<file path="src/sv/spos_pkg.sv">
// ----------------------------------------------------------------------------
// spos_pkg
// Shared types and constants for the servo position PID loop: operation and
// status codes, register map, configuration record and datapath result.
// ----------------------------------------------------------------------------
package spos_pkg;

  // Operation codes carried on the input tuser
  typedef logic [1:0] op_t;
  localparam op_t OP_START  = 2'd0;
  localparam op_t OP_SAMPLE = 2'd1;
  localparam op_t OP_STOP   = 2'd2;

  // Status codes carried on the output tuser
  typedef logic [2:0] status_t;
  localparam status_t ST_IDLE    = 3'd0;
  localparam status_t ST_RUNNING = 3'd1;
  localparam status_t ST_ARRIVED = 3'd2;
  localparam status_t ST_LIMIT   = 3'd3;
  localparam status_t ST_TIMEOUT = 3'd4;
  localparam status_t ST_STOPPED = 3'd5;

  // Register indexes (byte address = 4 * index)
  typedef logic [2:0] reg_idx_t;
  localparam reg_idx_t REG_PROP_GAIN     = 3'd0;
  localparam reg_idx_t REG_INTEGRAL_GAIN = 3'd1;
  localparam reg_idx_t REG_DERIV_GAIN    = 3'd2;
  localparam reg_idx_t REG_DRIVE_LIMIT   = 3'd3;
  localparam reg_idx_t REG_SETTLE_BAND   = 3'd4;
  localparam reg_idx_t REG_SETTLE_SPEED  = 3'd5;
  localparam reg_idx_t REG_MAX_SAMPLES   = 3'd6;

  // Register reset values
  localparam logic [15:0] RST_PROP_GAIN     = 16'd7680;  // 30.0 in Q8.8
  localparam logic [15:0] RST_INTEGRAL_GAIN = 16'd0;
  localparam logic [15:0] RST_DERIV_GAIN    = 16'd0;
  localparam logic [15:0] RST_DRIVE_LIMIT   = 16'd10000;
  localparam logic [7:0]  RST_SETTLE_BAND   = 8'd1;
  localparam logic [15:0] RST_SETTLE_SPEED  = 16'd100;
  localparam logic [23:0] RST_MAX_SAMPLES   = 24'd1000;

  typedef struct packed {
    logic [15:0] prop_gain;
    logic [15:0] integral_gain;
    logic [15:0] deriv_gain;
    logic [15:0] drive_limit;
    logic [7:0]  settle_band;
    logic [15:0] settle_speed;
    logic [23:0] max_samples;
  } cfg_t;

  // One pass of the control law
  typedef struct packed {
    logic signed [32:0] error;       // target minus distance moved
    logic signed [47:0] integ_nxt;   // saturated integrator after this sample
    logic signed [16:0] drive;       // clamped drive command
    logic               arrived;     // inside the band and still
  } pid_res_t;

endpackage

</file>
<file path="src/sv/spos_pid_core.sv">
// ----------------------------------------------------------------------------
// spos_pid_core
// Combinational control law: position error, settle test, saturating
// integrator, Q8.8 scaling and drive clamp.
// ----------------------------------------------------------------------------
module spos_pid_core (
  input  spos_pkg::cfg_t      cfg,
  input  logic signed [31:0]  position,
  input  logic signed [23:0]  speed,
  input  logic signed [31:0]  start_position,
  input  logic signed [31:0]  move_target,
  input  logic signed [32:0]  previous_error,
  input  logic signed [47:0]  integral_sum,
  output spos_pkg::pid_res_t  res
);
  import spos_pkg::*;

  localparam logic signed [50:0] INTEG_MAX = 51'sd140737488355327;
  localparam logic signed [50:0] INTEG_MIN = -51'sd140737488355328;

  logic signed [31:0] moved;
  logic signed [32:0] err;
  logic signed [33:0] derr;
  logic        [32:0] err_mag;
  logic        [23:0] spd_mag;
  logic signed [49:0] p_prod;
  logic signed [49:0] i_prod;
  logic signed [50:0] d_prod;
  logic signed [50:0] integ_sum;
  logic signed [47:0] integ_sat;
  logic signed [52:0] total;
  logic signed [44:0] quot;
  logic signed [44:0] quot_tz;
  logic signed [44:0] lim_pos;
  logic signed [44:0] lim_neg;
  logic signed [16:0] drive_c;

  always_comb begin
    // Distance moved wraps at 32 bits
    moved  = position - start_position;
    err    = 33'(move_target) - 33'(moved);
    derr   = 34'(err) - 34'(previous_error);

    err_mag = err[32] ? 33'(-err) : 33'(err);
    spd_mag = speed[23] ? 24'(-speed) : 24'(speed);

    p_prod = $signed({1'b0, cfg.prop_gain}) * err;
    i_prod = $signed({1'b0, cfg.integral_gain}) * err;
    d_prod = $signed({1'b0, cfg.deriv_gain}) * derr;

    // Integrator saturates to 48 bits
    integ_sum = 51'(integral_sum) + 51'(i_prod);
    if (integ_sum > INTEG_MAX) begin
      integ_sat = INTEG_MAX[47:0];
    end else if (integ_sum < INTEG_MIN) begin
      integ_sat = INTEG_MIN[47:0];
    end else begin
      integ_sat = integ_sum[47:0];
    end

    total = 53'(p_prod) + 53'(integ_sat) + 53'(d_prod);

    // Drop the Q8.8 fraction, rounding toward zero
    quot = total[52:8];
    if (total[52] && (total[7:0] != 8'd0)) begin
      quot_tz = quot + 45'sd1;
    end else begin
      quot_tz = quot;
    end

    lim_pos = $signed({29'd0, cfg.drive_limit});
    lim_neg = -lim_pos;
    if (quot_tz > lim_pos) begin
      drive_c = lim_pos[16:0];
    end else if (quot_tz < lim_neg) begin
      drive_c = lim_neg[16:0];
    end else begin
      drive_c = quot_tz[16:0];
    end

    res.error     = err;
    res.integ_nxt = integ_sat;
    res.drive     = drive_c;
    res.arrived   = (err_mag <= {25'd0, cfg.settle_band}) &&
                    (spd_mag < {8'd0, cfg.settle_speed});
  end

endmodule
</file>
<file path="config.mk">
export PLATFORM = sky130hd
export DESIGN_NAME = spos_pid_core
export DESIGN_NICKNAME = d
export VERILOG_FILES = /design/src/sv/spos_pkg.sv /design/src/sv/spos_pid_core.sv
export SDC_FILE = /design/constraint.sdc
export NUM_CORES = 2
export LEC_CHECK = 0
export ABC_AREA = 1
export ABC_CLOCK_PERIOD_IN_PS = 29000
export BUFFER_PORTS_ARGS = -buffer_cell sky130_fd_sc_hd__buf_2
export CAP_MARGIN = 0
export CORE_UTILIZATION = 55
export DETAILED_ROUTE_END_ITERATION = 7
export PLACE_DENSITY = 0.73
export SYNTH_ARGS = -nofsm -noshare
export SYNTH_HDL_FRONTEND = slang
export SYNTH_SLANG_ARGS = --single-unit
</file>
<file path="constraint.sdc">
create_clock -name vclk -period 29
set_input_delay 1.45 -clock vclk [all_inputs]
set_output_delay 1.45 -clock vclk [all_outputs]
set_load 0.1 [all_outputs]
</file>
## Yosys cells after proc, flatten, opt, wreduce, memory -nomap -nowiden

Index checks and enable logic that the tools add are counted.

| word-level totals | value |
|---|---|
| register bits | 0 |
| latch bits | 0 |
| memory bits (writable) | 0 |
| ROM bits | 0 |
| bits of input ports | 313 |
| output and inout port bits | 99 |
| memories | 0 |

| cells by class | value |
|---|---|
| add/subtract/negate cells | 10 |
| multiply operators | 3 |
| div/mod/pow operators | 0 |
| order comparisons | 6 |
| equal/unequal tests | 0 |
| shifts and indexed selects | 0 |
| multiplexer cells | 7 |
| bitwise gates (word level) | 0 |
| reduce and logical (&&, ||, !) cells | 3 |

Operator list:

| kind | count |
|---|---|
| $mul A17 B33 Y50 | 2 |
| $mux W48 | 2 |
| $add A51 B51 Y52 | 1 |
| $add A48 B50 Y51 | 1 |
| $add A50 B48 Y51 | 1 |
| $gt A51 B48 Y1 const B | 1 |
| $lt A51 B48 Y1 const B | 1 |
| $mul A17 B34 Y51 | 1 |
| $add A44 B2 Y45 const B | 1 |
| $gt A45 B17 Y1 | 1 |
| $lt A45 B45 Y1 | 1 |
| $mux W45 | 1 |
| $neg A16 Y45 | 1 |
| $mux W17 | 2 |
| $sub A33 B33 Y34 | 1 |
| $le A33 B8 Y1 | 1 |
| $mux W33 | 1 |
| $neg A33 Y33 | 1 |
| $sub A32 B32 Y33 | 1 |
| $sub A32 B32 Y32 | 1 |
| $lt A24 B16 Y1 | 1 |
| $mux W24 | 1 |
| $neg A24 Y24 | 1 |
| $reduce_bool A8 Y1 | 1 |
| $logic_and A1 B1 Y1 | 2 |

## Depth between registers and ports, before layout

| logic depth | value |
|---|---|
| depth after elaboration | 15 |
| gate-level depth with buffers | 115 |
| depth with buffers taken out | 110 |

## Least setup slack after synthesis

OpenSTA, ideal clock, no wires.

| path | value |
|---|---|
| kind | input port to output port |
| start | input port position[0] |
| end | output port res[17] (netlist bit) |
| arrival time | 22,542 ps |
| data required time | 27,550 ps |
| path slack | 5,008 ps |
| stages on the path | 99 |
| path buffers | 6 |
| path through | inv_1 > ha_1 > inv_1 > fa_1 > nand3_1 > nand2_1 > nand2_1 > o211ai_1 > a21boi_0 > o21ai_0 > a21boi_0 > o21ai_0 > a21boi_0 > o21ai_0 > a21oi_1 > o21ai_0 > a21oi_1 > xor2_1 > (+63 left out) > nor3_1 > nand3_1 > o21ai_2 > buf_2 > inv_1 > ha_1 > nand2_1 > inv_1 > nand3_1 > nor3_1 > inv_1 > nor4_1 > nand4_1 > nand3_1 > xnor2_1 > clkbuf_1 > a21oi_1 > a21oi_2 |

RTL lines:

| item | line | source |
|---|---|---|
| start, declared | spos_pid_core.sv:8 | `input logic signed [31:0] position,` |
| end, declared | spos_pid_core.sv:14 | `output spos_pkg::pid_res_t res` |

==> metrics.txt <==
most common library cell in the layout ignoring fill and taps=sky130_fd_sc_hd__inv_1; fraction of final layout cells with drive strength greater than 1=6.50%; final worst-path cycle share=between 90% and 100%; final total negative setup slack=0 ns; Net Count, Synth=12,100; Die Area=0.132 sq mm; floorplan die width=363 um; Crit. path cell count=95; Avg WL per Cell=21.1 um; kind of cell adding the most delay to the critical path=adder cells; multi-input combinational cell area=between 0.06 and 0.07 sq mm; pin slew with the least headroom to its limit=about 1.3 ns; slowest cell delay on critical path=0.93 ns; Filler Cells Inserted=between 10,000 and 15,000; area of all sequential standard cells=0 sq um; global placement routability congestion=0.995; Setup crit end kind=primary output; crit path launch type=primary input; Initial Util=55.4%; distinct cell type count after synthesis=58; half-perimeter wire length after placement=209 mm; number of nets in the layout=~12,000; number of hold violations in the final report=0; synthesized area per cell=7.51 sq um; top library cells by usage in the layout, fill and taps aside=sky130_fd_sc_hd__inv_1 (2,643), sky130_fd_sc_hd__nand2_1 (2,120), sky130_fd_sc_hd__fa_1 (1,737); number of antenna violations at the first check in global routing=23; final global-route overflow total=0; Tightest Hold Check Type=in -> out; sequential cell count=0; warnings from Yosys=0; count of vias placed by the detailed router=63,100; vias in the first global route=66,300; post-detailed-route count of antenna-violating nets=0; required time worst endpoint=27.55 ns; sequential share of the synthesized area=0%; Vias per Instance=~5.5; critical-path maximum fanout=44; total iterations of the first detailed-routing run=8; Post CTS Setup Buffer Count=0; Core Box Area=0.129 sq mm; DRC violation total after the first TritonRoute iteration=5,437; final count of pins violating max slew=0; startpoint of the most critical setup path=position[0]; cells resized by post-CTS repair=0; count of clock buffers in the final design=0; number of port buffers=388; maximum number of pins on one net before global-route repair=46; post-synthesis instance area=between 0.07 and 0.08 sq mm; cell at the slowest stage of the critical path=sky130_fd_sc_hd__clkinv_1; cell mode on critical path=sky130_fd_sc_hd__inv_1; endpoint of the most critical setup path=res[1]; drc violations=0; signal arrival time at the worst endpoint=25.16 ns; status=complete, no violations; Fmax=between 30 and 40 MHz; hold_buf cts=0; crit path time final=about 27 ns; Layout Area Growth over Synthesis=5.28%; setup repair after global routing missed its margin=no; Final Routed Wirelength=243 mm; worst rel slew slack=around 16%; number of placement rows=around 130; number of I/O pins=412; buffers and inverters on the worst path=24; count of mapped cells out of synthesis=9,561; final setup fails=0; max-cap viol count=0; critical path start-end classification=in -> out; vertical die dimension=roughly 360 um; global-route wire length before repair=approximately 380 mm; Tot GR Track Use=37.9%
[layout make-up]
| cell class | instances | share of cell area, % |
|---|---|---|
| diodes | 8 | 0.0265 |
| inverters | 2681 | 13.3 |
| multi-input cells | 6598 | 80.4 |
| well taps | 1742 | 2.88 |
| repair buffers | 470 | 3.38 |
[tightest hold or removal path, cell delays in order]
cell and delay [ns]:
sky130_fd_sc_hd__buf_2 0.13, sky130_fd_sc_hd__nand3_1 0.08, sky130_fd_sc_hd__nand2_1 0.05, sky130_fd_sc_hd__buf_2 0.28
[cell usage after synthesis (13+ instances only)]
master                        n  share of area [%]
sky130_fd_sc_hd__nor2_2      29               0.25
sky130_fd_sc_hd__o21bai_1    15               0.16
sky130_fd_sc_hd__inv_1     2643                 14
sky130_fd_sc_hd__nand2_2     32               0.28
sky130_fd_sc_hd__xor2_1     130                1.6
sky130_fd_sc_hd__ha_1       513                8.9
sky130_fd_sc_hd__clkbuf_1   249                1.3
sky130_fd_sc_hd__buf_1       18              0.094
sky130_fd_sc_hd__nand3_1    252                1.8
sky130_fd_sc_hd__o21a_1      15               0.16
sky130_fd_sc_hd__inv_2       21               0.11
sky130_fd_sc_hd__fa_1      1738                 48
sky130_fd_sc_hd__clkinv_1    17              0.089
sky130_fd_sc_hd__a31oi_1     13               0.11
sky130_fd_sc_hd__nor3_1      46               0.32
sky130_fd_sc_hd__nor2_1     972                5.1
sky130_fd_sc_hd__a21oi_1    256                1.8
sky130_fd_sc_hd__nor4_1      16               0.14
sky130_fd_sc_hd__or2_2       34               0.30
sky130_fd_sc_hd__o21ai_0    119               0.83
sky130_fd_sc_hd__nand2_1   2122                 11
sky130_fd_sc_hd__a21o_1      16               0.17
sky130_fd_sc_hd__xnor2_1     68               0.83
sky130_fd_sc_hd__nand4_1     89               0.78
[logic make-up after synthesis]
logic type,after synthesis,synth area share (%)
mux,1,0.0139
xor+xnor,199,2.44
buf+inv,2963,15.5
fa+ha+maj,2251,57.4
simple gates,3643,20.6
compound gates,504,3.96
[metrics by stage]
step / instances / instance area (sq um) / setup WS (ns) / util [%] / hold slack, ns
global route: 11500 / 75600 / 0.533 / 58.4 / 3.46
finish: 11500 / 75600 / 2.39 / 58.4 / 3.44
floorplan: 9561 / 71800 / 5.01 / - / 3.49
global placement: 11500 / 75600 / 3.04 / 58.4 / 3.43
CTS: 11500 / 75600 / 2.81 / 58.4 / 3.44
detailed placement: 11500 / 75600 / 2.87 / 58.4 / 3.44
[per-layer routing]
layer / global-route usage [%] / vias up / part of all wire (%)
met5: 0 / - / 0.047
met3: 8.65 / 758 / 11
met4: 19.2 / 18 / 6.3
met1: 49.4 / 31200 / 38
met2: 59.5 / 3295 / 44
li1: - / 27900 / -
[worst min path at each step]
stage	slack, ns	from	cells past startpoint	end
final	3.44	cfg[60]	4	res[13]
after floorplan	3.49	cfg[57]	2	res[10]
after detailed placement	3.44	cfg[60]	4	res[13]
after CTS	3.44	cfg[60]	4	res[13]
after global placement	3.43	cfg[58]	4	res[11]
after global routing	3.46	cfg[60]	4	res[13]
Power is not shown: default switching activity piles up to over one toggle a cycle in this logic, so the estimate is an artifact.
