==> src/sv/spos_pkg.sv <==
// ----------------------------------------------------------------------------
// spos_pkg
// Shared types and constants for the servo position PID loop: operation and
// status codes, register map, configuration record and datapath result.
// ----------------------------------------------------------------------------
package spos_pkg;

  // Operation codes carried on the input tuser
  typedef logic [1:0] op_t;
  localparam op_t OP_START  = 2'd0;
  localparam op_t OP_SAMPLE = 2'd1;
  localparam op_t OP_STOP   = 2'd2;

  // Status codes carried on the output tuser
  typedef logic [2:0] status_t;
  localparam status_t ST_IDLE    = 3'd0;
  localparam status_t ST_RUNNING = 3'd1;
  localparam status_t ST_ARRIVED = 3'd2;
  localparam status_t ST_LIMIT   = 3'd3;
  localparam status_t ST_TIMEOUT = 3'd4;
  localparam status_t ST_STOPPED = 3'd5;

  // Register indexes (byte address = 4 * index)
  typedef logic [2:0] reg_idx_t;
  localparam reg_idx_t REG_PROP_GAIN     = 3'd0;
  localparam reg_idx_t REG_INTEGRAL_GAIN = 3'd1;
  localparam reg_idx_t REG_DERIV_GAIN    = 3'd2;
  localparam reg_idx_t REG_DRIVE_LIMIT   = 3'd3;
  localparam reg_idx_t REG_SETTLE_BAND   = 3'd4;
  localparam reg_idx_t REG_SETTLE_SPEED  = 3'd5;
  localparam reg_idx_t REG_MAX_SAMPLES   = 3'd6;

  // Register reset values
  localparam logic [15:0] RST_PROP_GAIN     = 16'd7680;  // 30.0 in Q8.8
  localparam logic [15:0] RST_INTEGRAL_GAIN = 16'd0;
  localparam logic [15:0] RST_DERIV_GAIN    = 16'd0;
  localparam logic [15:0] RST_DRIVE_LIMIT   = 16'd10000;
  localparam logic [7:0]  RST_SETTLE_BAND   = 8'd1;
  localparam logic [15:0] RST_SETTLE_SPEED  = 16'd100;
  localparam logic [23:0] RST_MAX_SAMPLES   = 24'd1000;

  typedef struct packed {
    logic [15:0] prop_gain;
    logic [15:0] integral_gain;
    logic [15:0] deriv_gain;
    logic [15:0] drive_limit;
    logic [7:0]  settle_band;
    logic [15:0] settle_speed;
    logic [23:0] max_samples;
  } cfg_t;

  // One pass of the control law
  typedef struct packed {
    logic signed [32:0] error;       // target minus distance moved
    logic signed [47:0] integ_nxt;   // saturated integrator after this sample
    logic signed [16:0] drive;       // clamped drive command
    logic               arrived;     // inside the band and still
  } pid_res_t;

endpackage

==> src/sv/spos_cfg_regs.sv <==
// ----------------------------------------------------------------------------
// spos_cfg_regs
// APB register file holding gains, drive clamp, settle thresholds and the
// timeout count.
// ----------------------------------------------------------------------------
module spos_cfg_regs (
  input  logic               clk,
  input  logic               rst_n,
  input  logic               cfg_psel,
  input  logic               cfg_penable,
  input  logic               cfg_pwrite,
  input  logic [4:0]         cfg_paddr,
  input  logic [31:0]        cfg_pwdata,
  output logic [31:0]        cfg_prdata,
  output logic               cfg_pready,
  output spos_pkg::cfg_t     cfg
);
  import spos_pkg::*;

  cfg_t     cfg_r;
  reg_idx_t idx;
  logic     wr_en;

  assign idx        = cfg_paddr[4:2];
  assign wr_en      = cfg_psel & cfg_penable & cfg_pwrite;
  assign cfg_pready = 1'b1;
  assign cfg        = cfg_r;

  always_ff @(posedge clk) begin
    if (!rst_n) begin
      cfg_r.prop_gain     <= RST_PROP_GAIN;
      cfg_r.integral_gain <= RST_INTEGRAL_GAIN;
      cfg_r.deriv_gain    <= RST_DERIV_GAIN;
      cfg_r.drive_limit   <= RST_DRIVE_LIMIT;
      cfg_r.settle_band   <= RST_SETTLE_BAND;
      cfg_r.settle_speed  <= RST_SETTLE_SPEED;
      cfg_r.max_samples   <= RST_MAX_SAMPLES;
    end else if (wr_en) begin
      unique case (idx)
        REG_PROP_GAIN:     cfg_r.prop_gain     <= cfg_pwdata[15:0];
        REG_INTEGRAL_GAIN: cfg_r.integral_gain <= cfg_pwdata[15:0];
        REG_DERIV_GAIN:    cfg_r.deriv_gain    <= cfg_pwdata[15:0];
        REG_DRIVE_LIMIT:   cfg_r.drive_limit   <= cfg_pwdata[15:0];
        REG_SETTLE_BAND:   cfg_r.settle_band   <= cfg_pwdata[7:0];
        REG_SETTLE_SPEED:  cfg_r.settle_speed  <= cfg_pwdata[15:0];
        REG_MAX_SAMPLES:   cfg_r.max_samples   <= cfg_pwdata[23:0];
        default: ;
      endcase
    end
  end

  always_comb begin
    unique case (idx)
      REG_PROP_GAIN:     cfg_prdata = {16'd0, cfg_r.prop_gain};
      REG_INTEGRAL_GAIN: cfg_prdata = {16'd0, cfg_r.integral_gain};
      REG_DERIV_GAIN:    cfg_prdata = {16'd0, cfg_r.deriv_gain};
      REG_DRIVE_LIMIT:   cfg_prdata = {16'd0, cfg_r.drive_limit};
      REG_SETTLE_BAND:   cfg_prdata = {24'd0, cfg_r.settle_band};
      REG_SETTLE_SPEED:  cfg_prdata = {16'd0, cfg_r.settle_speed};
      REG_MAX_SAMPLES:   cfg_prdata = {8'd0, cfg_r.max_samples};
      default:           cfg_prdata = 32'd0;
    endcase
  end

endmodule

==> config.mk <==
export PLATFORM = sky130hd
export DESIGN_NAME = spos_cfg_regs
export DESIGN_NICKNAME = d
export VERILOG_FILES = /design/src/sv/spos_pkg.sv /design/src/sv/spos_cfg_regs.sv
export SDC_FILE = /design/constraint.sdc
export NUM_CORES = 1
export LEC_CHECK = 0
export BUFFER_PORTS_ARGS = -buffer_cell sky130_fd_sc_hd__buf_2
export CELL_PAD_IN_SITES_DETAIL_PLACEMENT = 0
export CELL_PAD_IN_SITES_GLOBAL_PLACEMENT = 2
export CORE_AREA = 5 5 142 144
export DETAILED_ROUTE_END_ITERATION = 7
export DIE_AREA = 0 0 147 149
export PLACE_DENSITY_LB_ADDON = 0.08
export REMOVE_ABC_BUFFERS = 1
export SLEW_MARGIN = 40
export SYNTH_ARGS = -nofsm -noshare
export SYNTH_HDL_FRONTEND = slang
export SYNTH_SLANG_ARGS = --single-unit
==> constraint.sdc <==
create_clock -name clk -period 1.93 [get_ports clk]
set_input_delay 0.2895 -clock clk [delete_from_list [all_inputs] [get_ports clk]]
set_output_delay 0.2895 -clock clk [all_outputs]
set_load 0.1 [all_outputs]
# == After elaboration in Yosys (flattened, before gate mapping) ==
# Index checks and enable logic that the tools add are counted.
# word_totals
inputBits,42
register_bits,112
output_inout_bits,145
elab_cells,24
# classes
n_eq_ne,6
n_mux,1
n_reduce_logical,8
bitwise_logic,2
# op_table
operator,count
24-bit one-hot mux with 7 select lines,1
2-bit AND reduction,7
"3-bit == test, second input constant",3
"3-bit by 2-bit == test with 1-bit output, second input constant",2
"3-bit by 1-bit == test with 1-bit output, second input constant",1
3-bit zero test,1
1-bit bitwise AND,2

# == Depth between registers and ports, before layout ==
# Gate-level depths: netlist (run 1).
# depth
depth_word,3
mapped_depth,6
ltp_nobuf,3

# == Worst setup path after synthesis (run 1) ==
# Ideal clock, no wire load.
# synth_path
path_kind,reg2out
startpoint,register cfg_r (netlist bit cfg[76])
endpoint,output port cfg_prdata[12]
arrival_time_ps,2864
t_required_ps,1640
path_buffers,0
path_stages_with_launch,4
path_slack_ps,-1224
cell_sequence,dfxtp_1 -> mux4_2 -> nor2_1 -> a21oi_1
# synth_via
elab_chain_len,1
# synth_rtl
element,line,rtl
start: declaration,spos_cfg_regs.sv:20,cfg_t cfg_r;
24-bit one-hot mux with 7 select lines,spos_cfg_regs.sv:53,unique case (idx)
end: declaration,spos_cfg_regs.sv:14,"output logic [31:0] cfg_prdata,"
# No other way between the ends.

# == Worst setup path in the final report (run 1) ==
# layout_path
startpoint,register cfg_r (netlist bit cfg[61])
endpoint,output port cfg_prdata[13]
# Same word-level chain as after synthesis.

==> metrics.txt, run 1 <==
# TYPE chip_impl_metric gauge
chip_impl_metric{name="post_cts_hold_buffer_count",unit=""} 0
chip_impl_metric{name="detail_route.first_pass.iterations",unit=""} 4
chip_impl_metric{name="yosys_register_bits",unit=""} 112
chip_impl_metric{name="synth_xor_xnor_area_share",unit=""} 0
chip_impl_metric{name="global_route_wire_length_before_repair",unit="um"} 28800
chip_impl_metric{name="slew-limit-headroom",unit=""} 0.657
chip_impl_info{name="min_from",value="cfg_pwdata[21]"} 1
chip_impl_metric{name="gp_congestion",unit=""} 0.752
chip_impl_metric{name="ir_drop",unit="mV"} 0.404
chip_impl_metric{name="cts-buffers-inserted",unit=""} 9
chip_impl_info{name="worstReg2RegEnd",value="cfg[61]"} 1
chip_impl_metric{name="maximum_number_of_pins_on_one_net_before_global_route_repair",unit=""} 43
chip_impl_metric{name="synthesis.yosys.warnings",unit=""} 0
chip_impl_metric{name="synth_compound_gate_area_share",unit=""} 0.113
chip_impl_info{name="rsz_0062_raised_after_global_routing",value="false"} 1
chip_impl_metric{name="num-nets-final",unit=""} 790
chip_impl_metric{name="timing.hold.worst_path_depth",unit=""} 3
chip_impl_metric{name="overall_die_area",unit="sq um"} 21900
chip_impl_metric{name="totalWireLength",unit="um"} 19000
chip_impl_metric{name="fin_crit_sh",unit=""} 0.973
chip_impl_metric{name="setup-violations-final",unit=""} 0
chip_impl_metric{name="clkSinkCount",unit=""} 112
chip_impl_metric{name="static-leakage-power",unit="nW"} 3.42
chip_impl_metric{name="gr-usage-all-layers",unit=""} 0.169
chip_impl_metric{name="area_delta_synth_final",unit="%"} 39.2
chip_impl_metric{name="power_density",unit="nW/um^2"} 720
chip_impl_metric{name="number_of_endpoints_with_negative_hold_slack_in_the_final_report",unit=""} 0
chip_impl_metric{name="ant_nets",unit=""} 0
chip_impl_metric{name="path_max_fanout",unit=""} 2
chip_impl_metric{name="start_util",unit=""} 0.286
chip_impl_info{name="holdCritPathClass",value="in -> reg"} 1
chip_impl_info{name="top_ff_cell_synth",value="dfxtp_1"} 1
chip_impl_metric{name="floorplan.io_pins",unit=""} 187
chip_impl_metric{name="post_synth.cell_area_avg",unit="sq um"} 9.22
chip_impl_metric{name="regToRegSetupSlack",unit="ns"} 1.16
chip_impl_metric{name="post_synth_fa_ha_maj_area_fraction",unit=""} 0
chip_impl_metric{name="post-route-worst-setup-slack",unit="ns"} 0.0531
chip_impl_metric{name="route.detailed.drc",unit=""} 0
chip_impl_info{name="start_kind",value="register"} 1
chip_impl_metric{name="globalRouteOverflowTotal",unit=""} 0
chip_impl_metric{name="die-height",unit="um"} 149
chip_impl_metric{name="dpl.cell_count",unit=""} 969
chip_impl_metric{name="syn-instance-count",unit=""} 576
chip_impl_metric{name="drt-initial-drc-count",unit=""} 238
chip_impl_metric{name="routed-via-count",unit=""} 4757
chip_impl_metric{name="maxCapViolations",unit=""} 0
chip_impl_info{name="most-common-layout-cells",value="buf_2, nand2_1, mux2i_1"} 1
chip_impl_metric{name="worst_setup_hold_path_clk_slew",unit="ns"} 0.07
chip_impl_metric{name="asyncSetResetFlopFracSynth",unit=""} 0
chip_impl_metric{name="largest_register_ff_count",unit=""} 112
chip_impl_metric{name="route.detailed.vias_per_inst",unit=""} 4.82
chip_impl_info{name="hold_end",value="cfg[21]"} 1
chip_impl_metric{name="synth-edff-count",unit=""} 0
chip_impl_metric{name="floorplan.core_area",unit="sq um"} 18600
chip_impl_metric{name="timing.clock.skew",unit="ns"} 0
chip_impl_metric{name="first_global_vias",unit=""} 4854
chip_impl_metric{name="wl_per_cell",unit="um"} 19.3
chip_impl_metric{name="report.final.slew_viol_count",unit=""} 0
chip_impl_metric{name="synth_simple_gate_area_share",unit=""} 0.165
chip_impl_info{name="clockRootBuffer",value="clkbuf_16"} 1
chip_impl_metric{name="htree_levels",unit=""} 3
chip_impl_metric{name="multiplexer_share_of_the_synthesized_area",unit=""} 0.224
chip_impl_metric{name="critPathRequiredTime",unit="ns"} 1.64
chip_impl_info{name="r2r_start",value="cfg[61]"} 1
chip_impl_metric{name="fin_hold_ws",unit="ns"} 0.177
chip_impl_metric{name="critical_path_arrival",unit="ns"} 1.59
chip_impl_metric{name="layout.cells.non_filler",unit=""} 987
chip_impl_info{name="layout.cells.most_common",value="buf_2"} 1
chip_impl_metric{name="max_slew.worst_pin.slew",unit="ns"} 0.517
chip_impl_metric{name="final_layout_size_suffix_gt1_frac",unit=""} 0.331
chip_impl_metric{name="io_buffer_count",unit=""} 167
chip_impl_metric{name="clock_tree.buffer_depth",unit=""} 2
chip_impl_info{name="cp-end-kind",value="output pin"} 1
chip_impl_metric{name="num_rows",unit=""} 50
chip_impl_metric{name="pre_cts_ws",unit="ns"} -0.0581
chip_impl_metric{name="yosysSeqAreaShare",unit=""} 0.422
chip_impl_metric{name="synth_cell_type_count",unit=""} 38
chip_impl_info{name="synth_top_family_by_area",value="multiplexers"} 1
chip_impl_metric{name="die_w",unit="um"} 147
chip_impl_info{name="setup.worst_path.class",value="reg -> out"} 1
chip_impl_metric{name="initial_antenna_violation_count",unit=""} 0
chip_impl_metric{name="dp_hpwl",unit="um"} 13900
chip_impl_metric{name="syn-cell-area",unit="sq um"} 5310
chip_impl_info{name="outcome",value="finished clean"} 1
chip_impl_metric{name="fmaxAchievable",unit="MHz"} 533
chip_impl_info{name="cts_tree",value="done"} 1
chip_impl_metric{name="period_minus_slack",unit="ns"} 1.88
chip_impl_metric{name="worstSkewPairLatency",unit="ns"} 0.35
chip_impl_metric{name="fillCellCount",unit=""} 1896
chip_impl_metric{name="antenna_cells",unit=""} 0
chip_impl_metric{name="reg2reg_depth",unit=""} 3
cells by family (layout without fill, tap and decap cells):
family          count (synthesis)  after routing
other cells                     2              9
flops                         112            112
mux                           115            115
buf+inv                        79            249
simple gates                  180            180
compound gates                 88             88
critical path: stages, from the launching register on:
cell and delay (ns):
dfxtp_2 0.33, mux4_2 0.49, nor2_4 0.15, a21oi_2 0.06, clkbuf_16 0.21
cells in the mapped netlist, types with 2 or more instances:
cell type | count | area [sq um]
nand2_1 | 121 | 454
mux4_2 | 3 | 67.6
and3b_1 | 13 | 114
buf_6 | 5 | 56.3
nor2_2 | 4 | 25.0
conb_1 | 2 | 7.51
or3_1 | 2 | 12.5
o221ai_1 | 5 | 43.8
and2_1 | 8 | 50.1
o31ai_1 | 2 | 15.0
inv_1 | 21 | 78.8
o211ai_1 | 16 | 120
a2bb2oi_1 | 6 | 52.6
buf_4 | 14 | 105
dfxtp_1 | 112 | 2240
nand3_1 | 3 | 15.0
nor2_1 | 5 | 18.8
o21a_1 | 3 | 22.5
a21o_1 | 4 | 30.0
a22oi_1 | 6 | 45.0
nand2b_1 | 2 | 12.5
clkbuf_1 | 33 | 124
a31oi_1 | 4 | 25.0
a21oi_1 | 7 | 35.0
nor2b_1 | 7 | 43.8
o311ai_0 | 8 | 70.1
o21ai_0 | 25 | 125
buf_2 | 6 | 30.0
mux2i_1 | 111 | 1110
nand3b_1 | 10 | 75.1
area by class of cell:
| cell class | instances | area (sq um) | area share |
|---|---|---|---|
| clock buffer | 10 | 239 | 0.0323 |
| clock inverter | 6 | 82.6 | 0.0112 |
| inverter | 21 | 78.8 | 0.0107 |
| multi-input combinational | 392 | 2730 | 0.369 |
| sequential | 112 | 2250 | 0.304 |
| tap | 234 | 293 | 0.0396 |
| timing repair buffer | 212 | 1720 | 0.233 |
repair_timing:
| item | CTS | global route |
|---|---|---|
| setup endpoints to repair | 8 | 9 |
| cloned | 0 | 1 |
| setup buffers | 0 | 1 |
| pin swaps | 0 | 2 |
| gates resized for setup | 7 | 13 |
stage by stage:
step	setup TNS (ns)	util	area (sq um)	total power, mW
3_5_place_dp	-0.120	0.376	6980	3.31
5_1_grt	0	0.398	7390	5.54
3_3_place_gp	-0.105	0.376	6980	3.30
6_report	0	0.398	7390	5.32
2_1_floorplan	-15.05	-	5020	2.91
4_1_cts	0	0.394	7320	5.38
power by group:
| part | total [mW] | internal (mW) | switching (mW) | leakage [nW] |
|---|---|---|---|---|
| clock network | 2.06 | 1.17 | 0.887 | 0.158 |
| logic | 0.921 | 0.271 | 0.650 | 2.36 |
| registers | 2.34 | 2.33 | 0.0160 | 0.905 |
worst max path at each step:
stage / from / to / slack, ns / cells after the start
2_1_floorplan: cfg[76] / cfg_prdata[12] / -1.21 / 3
3_3_place_gp: cfg_paddr[3] / cfg_prdata[9] / -0.05 / 7
3_5_place_dp: cfg_paddr[3] / cfg_prdata[9] / -0.06 / 7
4_1_cts: cfg[61] / cfg_prdata[13] / 0.002 / 4
5_1_grt: cfg[93] / cfg_prdata[13] / 0.002 / 4
6_report: cfg[61] / cfg_prdata[13] / 0.05 / 4
routing by layer:
layer,vias to the layer above,global-route usage,wire (um)
met4,0,0.0503,236
met1,2284,0.225,8910
met5,-,0,0
met2,147,0.279,8850
met3,13,0.0328,1000
li1,2313,-,-
Note: power is estimated with default switching activity, not from simulation.
==> run 2: changes to the inputs <==
--- a/config.mk
+++ b/config.mk
@@ -5,12 +5,13 @@
 export SDC_FILE = /design/constraint.sdc
 export NUM_CORES = 1
 export LEC_CHECK = 0
+export ABC_AREA = 1
 export BUFFER_PORTS_ARGS = -buffer_cell sky130_fd_sc_hd__buf_2
 export CELL_PAD_IN_SITES_DETAIL_PLACEMENT = 0
 export CELL_PAD_IN_SITES_GLOBAL_PLACEMENT = 2
-export CORE_AREA = 5 5 142 144
+export CORE_AREA = 5 5 153 155
 export DETAILED_ROUTE_END_ITERATION = 7
-export DIE_AREA = 0 0 147 149
+export DIE_AREA = 0 0 158 160
 export PLACE_DENSITY_LB_ADDON = 0.08
 export REMOVE_ABC_BUFFERS = 1
 export SLEW_MARGIN = 40
==> run 2 against run 1 <==
Against the previous run:
- worst setup slack gained 0.074 ns
- combinational power grew 15%
- synthesized area increased by 5.5%
- critical path type is now in -> out
- first-iteration DRC count grew 10%
- sequential share of layout area down 0.96 points
==> metrics.txt, run 2 <==
# TYPE chip_impl_metric gauge
chip_impl_metric{name="routed-via-count",unit=""} 5867
chip_impl_metric{name="asyncSetResetFlopFracSynth",unit=""} 0
chip_impl_metric{name="max_slew.worst_pin.slew",unit="ns"} 0.539
chip_impl_metric{name="maxCapViolations",unit=""} 0
chip_impl_metric{name="floorplan.io_pins",unit=""} 187
chip_impl_metric{name="static-leakage-power",unit="nW"} 3.65
chip_impl_metric{name="drt-initial-drc-count",unit=""} 262
chip_impl_metric{name="period_minus_slack",unit="ns"} 1.80
chip_impl_metric{name="gp_congestion",unit=""} 0.775
chip_impl_metric{name="clkSinkCount",unit=""} 112
chip_impl_metric{name="syn-instance-count",unit=""} 888
chip_impl_info{name="cts_tree",value="done"} 1
chip_impl_metric{name="num_rows",unit=""} 54
chip_impl_metric{name="post_synth.cell_area_avg",unit="sq um"} 6.31
chip_impl_metric{name="regToRegSetupSlack",unit="ns"} 1.30
chip_impl_metric{name="globalRouteOverflowTotal",unit=""} 0
chip_impl_metric{name="worst_setup_hold_path_clk_slew",unit="ns"} 0.08
chip_impl_metric{name="die_w",unit="um"} 158
chip_impl_info{name="cp-end-kind",value="output pin"} 1
chip_impl_metric{name="p_switching",unit="mW"} 1.79
chip_impl_metric{name="route.detailed.drc",unit=""} 0
chip_impl_metric{name="overall_die_area",unit="sq um"} 25300
chip_impl_metric{name="fin_hold_ws",unit="ns"} 0.150
chip_impl_metric{name="share_comb_of_total_power",unit=""} 0.200
chip_impl_metric{name="gr-usage-all-layers",unit=""} 0.177
chip_impl_metric{name="clock_tree.buffer_depth",unit=""} 2
chip_impl_metric{name="global_route_wire_length_before_repair",unit="um"} 34500
chip_impl_info{name="r2r_start",value="cfg[40]"} 1
chip_impl_metric{name="timing.clock.skew",unit="ns"} 0
chip_impl_metric{name="reg2reg_depth",unit=""} 2
chip_impl_metric{name="ir_drop",unit="mV"} 0.381
chip_impl_metric{name="first_global_vias",unit=""} 5736
chip_impl_metric{name="dpl.cell_count",unit=""} 1324
chip_impl_metric{name="largest_register_ff_count",unit=""} 112
chip_impl_info{name="synth.largest_area_cell",value="dfxtp_1"} 1
chip_impl_info{name="worst_setup_path_startpoint",value="cfg_paddr[3]"} 1
chip_impl_info{name="outcome",value="finished clean"} 1
chip_impl_info{name="start_kind",value="primary input"} 1
chip_impl_metric{name="cts_post_setup_buffers_inserted",unit=""} 0
chip_impl_metric{name="yosysSeqAreaShare",unit=""} 0.400
chip_impl_info{name="holdCritPathClass",value="in -> reg"} 1
chip_impl_metric{name="yosys_register_bits",unit=""} 112
chip_impl_metric{name="critPathRequiredTime",unit="ns"} 1.64
chip_impl_metric{name="setup-violations-final",unit=""} 0
chip_impl_info{name="ys_top_cells_by_area",value="dfxtp_1, nand2_1, nor2_1, nand3_1, nand4_1"} 1
chip_impl_metric{name="cp_num_buf_inv",unit=""} 5
chip_impl_info{name="top_ff_cell_synth",value="dfxtp_1"} 1
chip_impl_info{name="gr-max-usage-layer",value="met2"} 1
chip_impl_info{name="worstReg2RegEnd",value="cfg[40]"} 1
chip_impl_metric{name="totalWireLength",unit="um"} 22500
chip_impl_info{name="clockRootBuffer",value="clkbuf_16"} 1
chip_impl_metric{name="num-nets-final",unit=""} 1097
chip_impl_metric{name="power.sequential.fraction",unit=""} 0.446
chip_impl_info{name="cell_chain_critical_path",value="buf_2, inv_4, nand2_1, nor2_2, buf_12, nand2_1, nand2_1, inv_1, nand2_1, buf_12"} 1
chip_impl_metric{name="fin_crit_sh",unit=""} 0.934
chip_impl_metric{name="syn-cell-area",unit="sq um"} 5600
chip_impl_metric{name="antenna_cells",unit=""} 0
chip_impl_metric{name="wl_per_cell",unit="um"} 16.8
chip_impl_info{name="layout.cells.most_common",value="nand2_1"} 1
chip_impl_info{name="critical-path-slowest-cell",value="buf_12"} 1
chip_impl_metric{name="gr-usage-met3",unit=""} 0.0376
chip_impl_info{name="post-synth-top-count-cell",value="nand2_1"} 1
chip_impl_metric{name="die-height",unit="um"} 160
chip_impl_metric{name="detail_route.first_pass.iterations",unit=""} 5
chip_impl_metric{name="report.final.slew_viol_count",unit=""} 0
chip_impl_info{name="synth_commonest_cells",value="nand2_1, nor2_1, dfxtp_1"} 1
chip_impl_metric{name="fmaxAchievable",unit="MHz"} 555
chip_impl_metric{name="path_length_in_cells_of_the_critical_path",unit=""} 10
chip_impl_metric{name="fin_total_pwr",unit="mW"} 5.30
chip_impl_metric{name="grtUsageMet1",unit=""} 0.230
chip_impl_metric{name="maximum_number_of_pins_on_one_net_before_global_route_repair",unit=""} 38
chip_impl_metric{name="synth-edff-count",unit=""} 0
chip_impl_metric{name="io_buffer_count",unit=""} 167
chip_impl_metric{name="synthesis.yosys.warnings",unit=""} 0
chip_impl_info{name="setup.worst_path.class",value="in -> out"} 1
chip_impl_metric{name="final_layout_size_suffix_gt1_frac",unit=""} 0.237
chip_impl_metric{name="critical_path_arrival",unit="ns"} 1.51
chip_impl_metric{name="area_delta_synth_final",unit="%"} 35.9
chip_impl_metric{name="htree_levels",unit=""} 3
chip_impl_metric{name="power_density",unit="nW/um^2"} 696
chip_impl_metric{name="clkPwrFrac",unit=""} 0.355
chip_impl_metric{name="worstSkewPairLatency",unit="ns"} 0.37
chip_impl_metric{name="slew-limit-headroom",unit=""} 0.643
chip_impl_metric{name="dp_hpwl",unit="um"} 16400
chip_impl_metric{name="max_stage_delay",unit="ns"} 0.19
chip_impl_metric{name="route.detailed.vias_per_inst",unit=""} 4.38
chip_impl_metric{name="number_of_endpoints_with_negative_hold_slack_in_the_final_report",unit=""} 0
chip_impl_metric{name="synth_cell_type_count",unit=""} 18
chip_impl_metric{name="sw_frac_of_total",unit=""} 0.337
chip_impl_metric{name="synth_top_area_share",unit=""} 0.400
chip_impl_info{name="timing.critical_path.mode_cell",value="nand2_1"} 1
chip_impl_info{name="timing.critical_path.to",value="cfg_prdata[14]"} 1
chip_impl_metric{name="layout.cells.non_filler",unit=""} 1340
chip_impl_metric{name="initial_antenna_violation_count",unit=""} 1
chip_impl_info{name="most-common-layout-cells",value="nand2_1, nor2_1, buf_2"} 1
chip_impl_metric{name="internal_power",unit="mW"} 3.51
chip_impl_metric{name="use_met2",unit=""} 0.302
chip_impl_metric{name="floorplan.core_area",unit="sq um"} 21700
chip_impl_metric{name="ant_nets",unit=""} 0
chip_impl_metric{name="path_max_fanout",unit=""} 17
chip_impl_metric{name="start_util",unit=""} 0.258
chip_impl_metric{name="cts-buffers-inserted",unit=""} 9
chip_impl_info{name="cpLargestDelayFamily",value="buffers and inverters"} 1
[run 2: kinds of logic (layout without fill, tap and decap cells)]
logic type      after synthesis  in the layout  synth area share
buf+inv                     118            283            0.0994
simple gates                646            646             0.490
compound gates               10             10           0.00893
other cells                   2              9           0.00134
flops                       112            112             0.400
[run 2: worst register-to-register path, cell delays in order, from the launching register on]
cell,delay [ns]
dfxtp_1,0.34
o21ai_0,0.08
nand3_1,0.09
[run 2: final cells by class]
cell class / instances / area [sq um]
Clock buffer: 10 / 239
Clock inverter: 6 / 43.8
Fill cell: 2445 / 14100
Inverter: 52 / 200
Multi-Input combinational cell: 665 / 2840
Sequential cell: 112 / 2240
Tap cell: 280 / 350
Timing Repair Buffer: 215 / 1700
[run 2: how the worst min path moves through the flow]
stage,from,end,slack (ns),depth (start not counted)
2_1_floorplan,rst_n,cfg[105],0.37,1
3_3_place_gp,cfg[52],cfg[52],0.47,2
3_5_place_dp,cfg[56],cfg[56],0.47,2
4_1_cts,cfg_pwdata[12],cfg[108],0.14,3
5_1_grt,cfg_pwdata[11],cfg[107],0.15,3
6_report,cfg_pwdata[4],cfg[52],0.15,3
[run 2: what timing repair did]
action	4_1_cts	5_1_grt
setup endpoints to repair	0	12
gates resized for setup	0	3
hold buffers	0	0
[run 2: layer usage]
metal  wire [um]  vias up
met5          13        -
met4         196        2
met3        1430       13
met2       10700      145
met1       10200     2619
li1            -     3088
[run 2: power by group through the flow]
stage | Clock [mW] | Combinational, mW | Sequential (mW)
after floorplan | 0 | 0.427 | 2.63
after global placement | 0 | 1.07 | 2.42
after detailed placement | 0 | 1.06 | 2.42
after CTS | 1.95 | 1.07 | 2.36
after global routing | 2.03 | 1.13 | 2.37
final | 1.88 | 1.06 | 2.36
[run 2: per-stage QoR]
step	utilization	instance area, sq um	setup slack (ns)	setup TNS [ns]
floorplan	-	5270	-0.689	-10.61
global placement	0.338	7320	0.0326	0
detailed placement	0.338	7320	0.0407	0
CTS	0.351	7600	0.0311	0
global route	0.351	7620	-0.000336	-0.000336
finish	0.351	7620	0.127	0
==> run 3: changes to the inputs <==
==> constraint.sdc (replaced) <==
create_clock -name clk -period 1.9 [get_ports clk]
set_input_delay 0.285 -clock clk [delete_from_list [all_inputs] [get_ports clk]]
set_output_delay 0.285 -clock clk [all_outputs]
set_load 0.1 [all_outputs]
==> run 3 against run 2 <==
Against the previous run:
- global-route usage about the same
- final area increased by 0.53%
- count of clock-buffer cells in the layout increased by 3
- non-clock buffer count increased by 3
- clock skew unchanged
- flip-flop and latch count unchanged
- register-to-register slack got worse by 0.04 ns
- critical endpoint is now cfg_prdata[18]
- largest power group unchanged
==> metrics.txt, run 3 (synthesized netlist as in run 2, its figures left out) <==
# TYPE chip_impl_metric gauge
chip_impl_metric{name="route.detailed.drc",unit=""} 0
chip_impl_metric{name="routed-via-count",unit=""} 5915
chip_impl_metric{name="post-route-worst-setup-slack",unit="ns"} 0.110
chip_impl_metric{name="gr-usage-all-layers",unit=""} 0.177
chip_impl_metric{name="global_route_wire_length_before_repair",unit="um"} 34400
chip_impl_metric{name="placed_area",unit="sq um"} 7340
chip_impl_metric{name="num_rows",unit=""} 54
chip_impl_metric{name="fillCellCount",unit=""} 2443
chip_impl_metric{name="maxCapViolations",unit=""} 0
chip_impl_metric{name="overall_die_area",unit="sq um"} 25300
chip_impl_metric{name="critical_path_arrival",unit="ns"} 1.50
chip_impl_metric{name="fmaxAchievable",unit="MHz"} 559
chip_impl_metric{name="route.detailed.vias_per_inst",unit=""} 4.40
chip_impl_metric{name="post_cts_hold_buffer_count",unit=""} 0
chip_impl_metric{name="slew-limit-headroom",unit=""} 0.643
chip_impl_metric{name="timing.clock.skew",unit="ns"} 0
chip_impl_info{name="outcome",value="finished clean"} 1
chip_impl_info{name="holdCritPathClass",value="in -> reg"} 1
chip_impl_metric{name="fin_crit_sh",unit=""} 0.942
chip_impl_metric{name="dp_hpwl",unit="um"} 16400
chip_impl_info{name="cts_tree",value="done"} 1
chip_impl_metric{name="wl_per_cell",unit="um"} 16.7
chip_impl_metric{name="die-height",unit="um"} 160
chip_impl_metric{name="detail_route.first_pass.iterations",unit=""} 4
chip_impl_metric{name="power_density",unit="nW/um^2"} 715
chip_impl_metric{name="number_of_endpoints_with_negative_hold_slack_in_the_final_report",unit=""} 0
chip_impl_metric{name="cts_resized",unit=""} 0
chip_impl_info{name="layout.cells.most_common",value="nand2_1"} 1
chip_impl_info{name="start_kind",value="primary input"} 1
chip_impl_metric{name="io_buffer_count",unit=""} 167
chip_impl_metric{name="globalRouteOverflowTotal",unit=""} 0
chip_impl_metric{name="critPathRequiredTime",unit="ns"} 1.62
chip_impl_metric{name="maximum_number_of_pins_on_one_net_before_global_route_repair",unit=""} 39
chip_impl_metric{name="gp_congestion",unit=""} 0.748
chip_impl_metric{name="period_minus_slack",unit="ns"} 1.79
chip_impl_info{name="critical-path-slowest-cell",value="nand3_2"} 1
chip_impl_metric{name="drt-initial-drc-count",unit=""} 359
chip_impl_metric{name="floorplan.io_pins",unit=""} 187
chip_impl_metric{name="clkSinkCount",unit=""} 112
chip_impl_metric{name="first_global_vias",unit=""} 5727
chip_impl_metric{name="fin_hold_ws",unit="ns"} 0.157
chip_impl_metric{name="start_util",unit=""} 0.258
chip_impl_metric{name="floorplan.core_area",unit="sq um"} 21700
chip_impl_metric{name="worst_setup_hold_path_clk_slew",unit="ns"} 0.07
chip_impl_info{name="cpLargestDelayFamily",value="buffers and inverters"} 1
chip_impl_info{name="cp-end-kind",value="output pin"} 1
chip_impl_info{name="setup.worst_path.class",value="in -> out"} 1
chip_impl_metric{name="static-leakage-power",unit="nW"} 3.69
chip_impl_metric{name="setup_total_negative_slack",unit="ns"} 0
chip_impl_info{name="most-common-layout-cells",value="nand2_1, nor2_1, buf_2"} 1
chip_impl_metric{name="clock_tree.buffer_depth",unit=""} 2
chip_impl_metric{name="worstSkewPairLatency",unit="ns"} 0.35
chip_impl_metric{name="ant_nets",unit=""} 0
chip_impl_metric{name="max_slew.worst_pin.slew",unit="ns"} 0.535
chip_impl_metric{name="setup-violations-final",unit=""} 0
chip_impl_info{name="clockRootBuffer",value="clkbuf_16"} 1
chip_impl_metric{name="ir_drop",unit="mV"} 0.384
chip_impl_metric{name="design_area",unit="sq um"} 7660
chip_impl_info{name="cell_chain_critical_path",value="buf_2, inv_2, buf_4, nand3_2, nor2_1, buf_12"} 1
chip_impl_metric{name="largest_register_ff_count",unit=""} 112
chip_impl_metric{name="initial_antenna_violation_count",unit=""} 1
chip_impl_metric{name="report.final.slew_viol_count",unit=""} 0
chip_impl_metric{name="antenna_cells",unit=""} 0
chip_impl_metric{name="area_delta_synth_final",unit="%"} 36.6
chip_impl_metric{name="path_max_fanout",unit=""} 12
chip_impl_metric{name="cts-buffers-inserted",unit=""} 9
chip_impl_metric{name="num-nets-final",unit=""} 1100
chip_impl_metric{name="htree_levels",unit=""} 3
chip_impl_metric{name="totalWireLength",unit="um"} 22400
chip_impl_metric{name="fin_total_pwr",unit="mW"} 5.48
chip_impl_metric{name="cp_num_buf_inv",unit=""} 4
chip_impl_metric{name="max_stage_delay",unit="ns"} 0.28
chip_impl_metric{name="final_layout_size_suffix_gt1_frac",unit=""} 0.237
chip_impl_metric{name="cts_post_setup_buffers_inserted",unit=""} 0
chip_impl_metric{name="pre_cts_ws",unit="ns"} 0.0887
chip_impl_metric{name="die_w",unit="um"} 158
==> run 3: changes by cell type in the layout (fill, tap and decap cells not counted), sizes merged <==
cell      delta
inv          -1
buf          +3
clkinv       +1
bufinv       +1
clkinvlp     -4
clkbuf       +3
==> run 3: power by group <==
group	switching [mW]	total (mW)	internal [mW]
clock	0.906	2.00	1.10
combinational	0.815	1.08	0.263
sequential	0.0240	2.40	2.38
==> run 3: layout make-up <==
type | count | area (sq um) | area share
Clock inverter | 3 | 40.0 | 0.00523
Inverter | 52 | 195 | 0.0255
Tap cell | 280 | 350 | 0.0458
Sequential cell | 112 | 2240 | 0.293
Clock buffer | 13 | 260 | 0.0340
Multi-Input combinational cell | 665 | 2850 | 0.372
Timing Repair Buffer | 218 | 1720 | 0.225
==> run 3: routing by layer <==
layer  track usage  wire [um]  up-vias
met2         0.298      10700      132
met5             0         13        -
met4        0.0291        164        2
met1         0.234      10200     2669
met3        0.0409       1300       14
li1              -          -     3098
==> run 3: worst paths after layout <==
path / start / endpoint / slack [ns] / cells after the start
max reg2reg: cfg[7] / cfg[7] / 1.26 / 2
min: cfg_pwdata[2] / cfg[26] / 0.16 / 3
min reg2reg: cfg[108] / cfg[108] / 0.49 / 2
max: cfg_paddr[2] / cfg_prdata[18] / 0.11 / 6
==> run 3: through the flow <==
step           utilization  instances
2_1_floorplan            -        829
3_3_place_gp         0.339       1327
3_5_place_dp         0.339       1327
4_1_cts              0.352       1343
5_1_grt              0.353       1343
6_report             0.353       1343
==> run 3: worst register-to-register path, cell delays in order (launching register included) <==
cell	delay, ns
dfxtp_1	0.35
o21ai_0	0.08
nand3_1	0.08
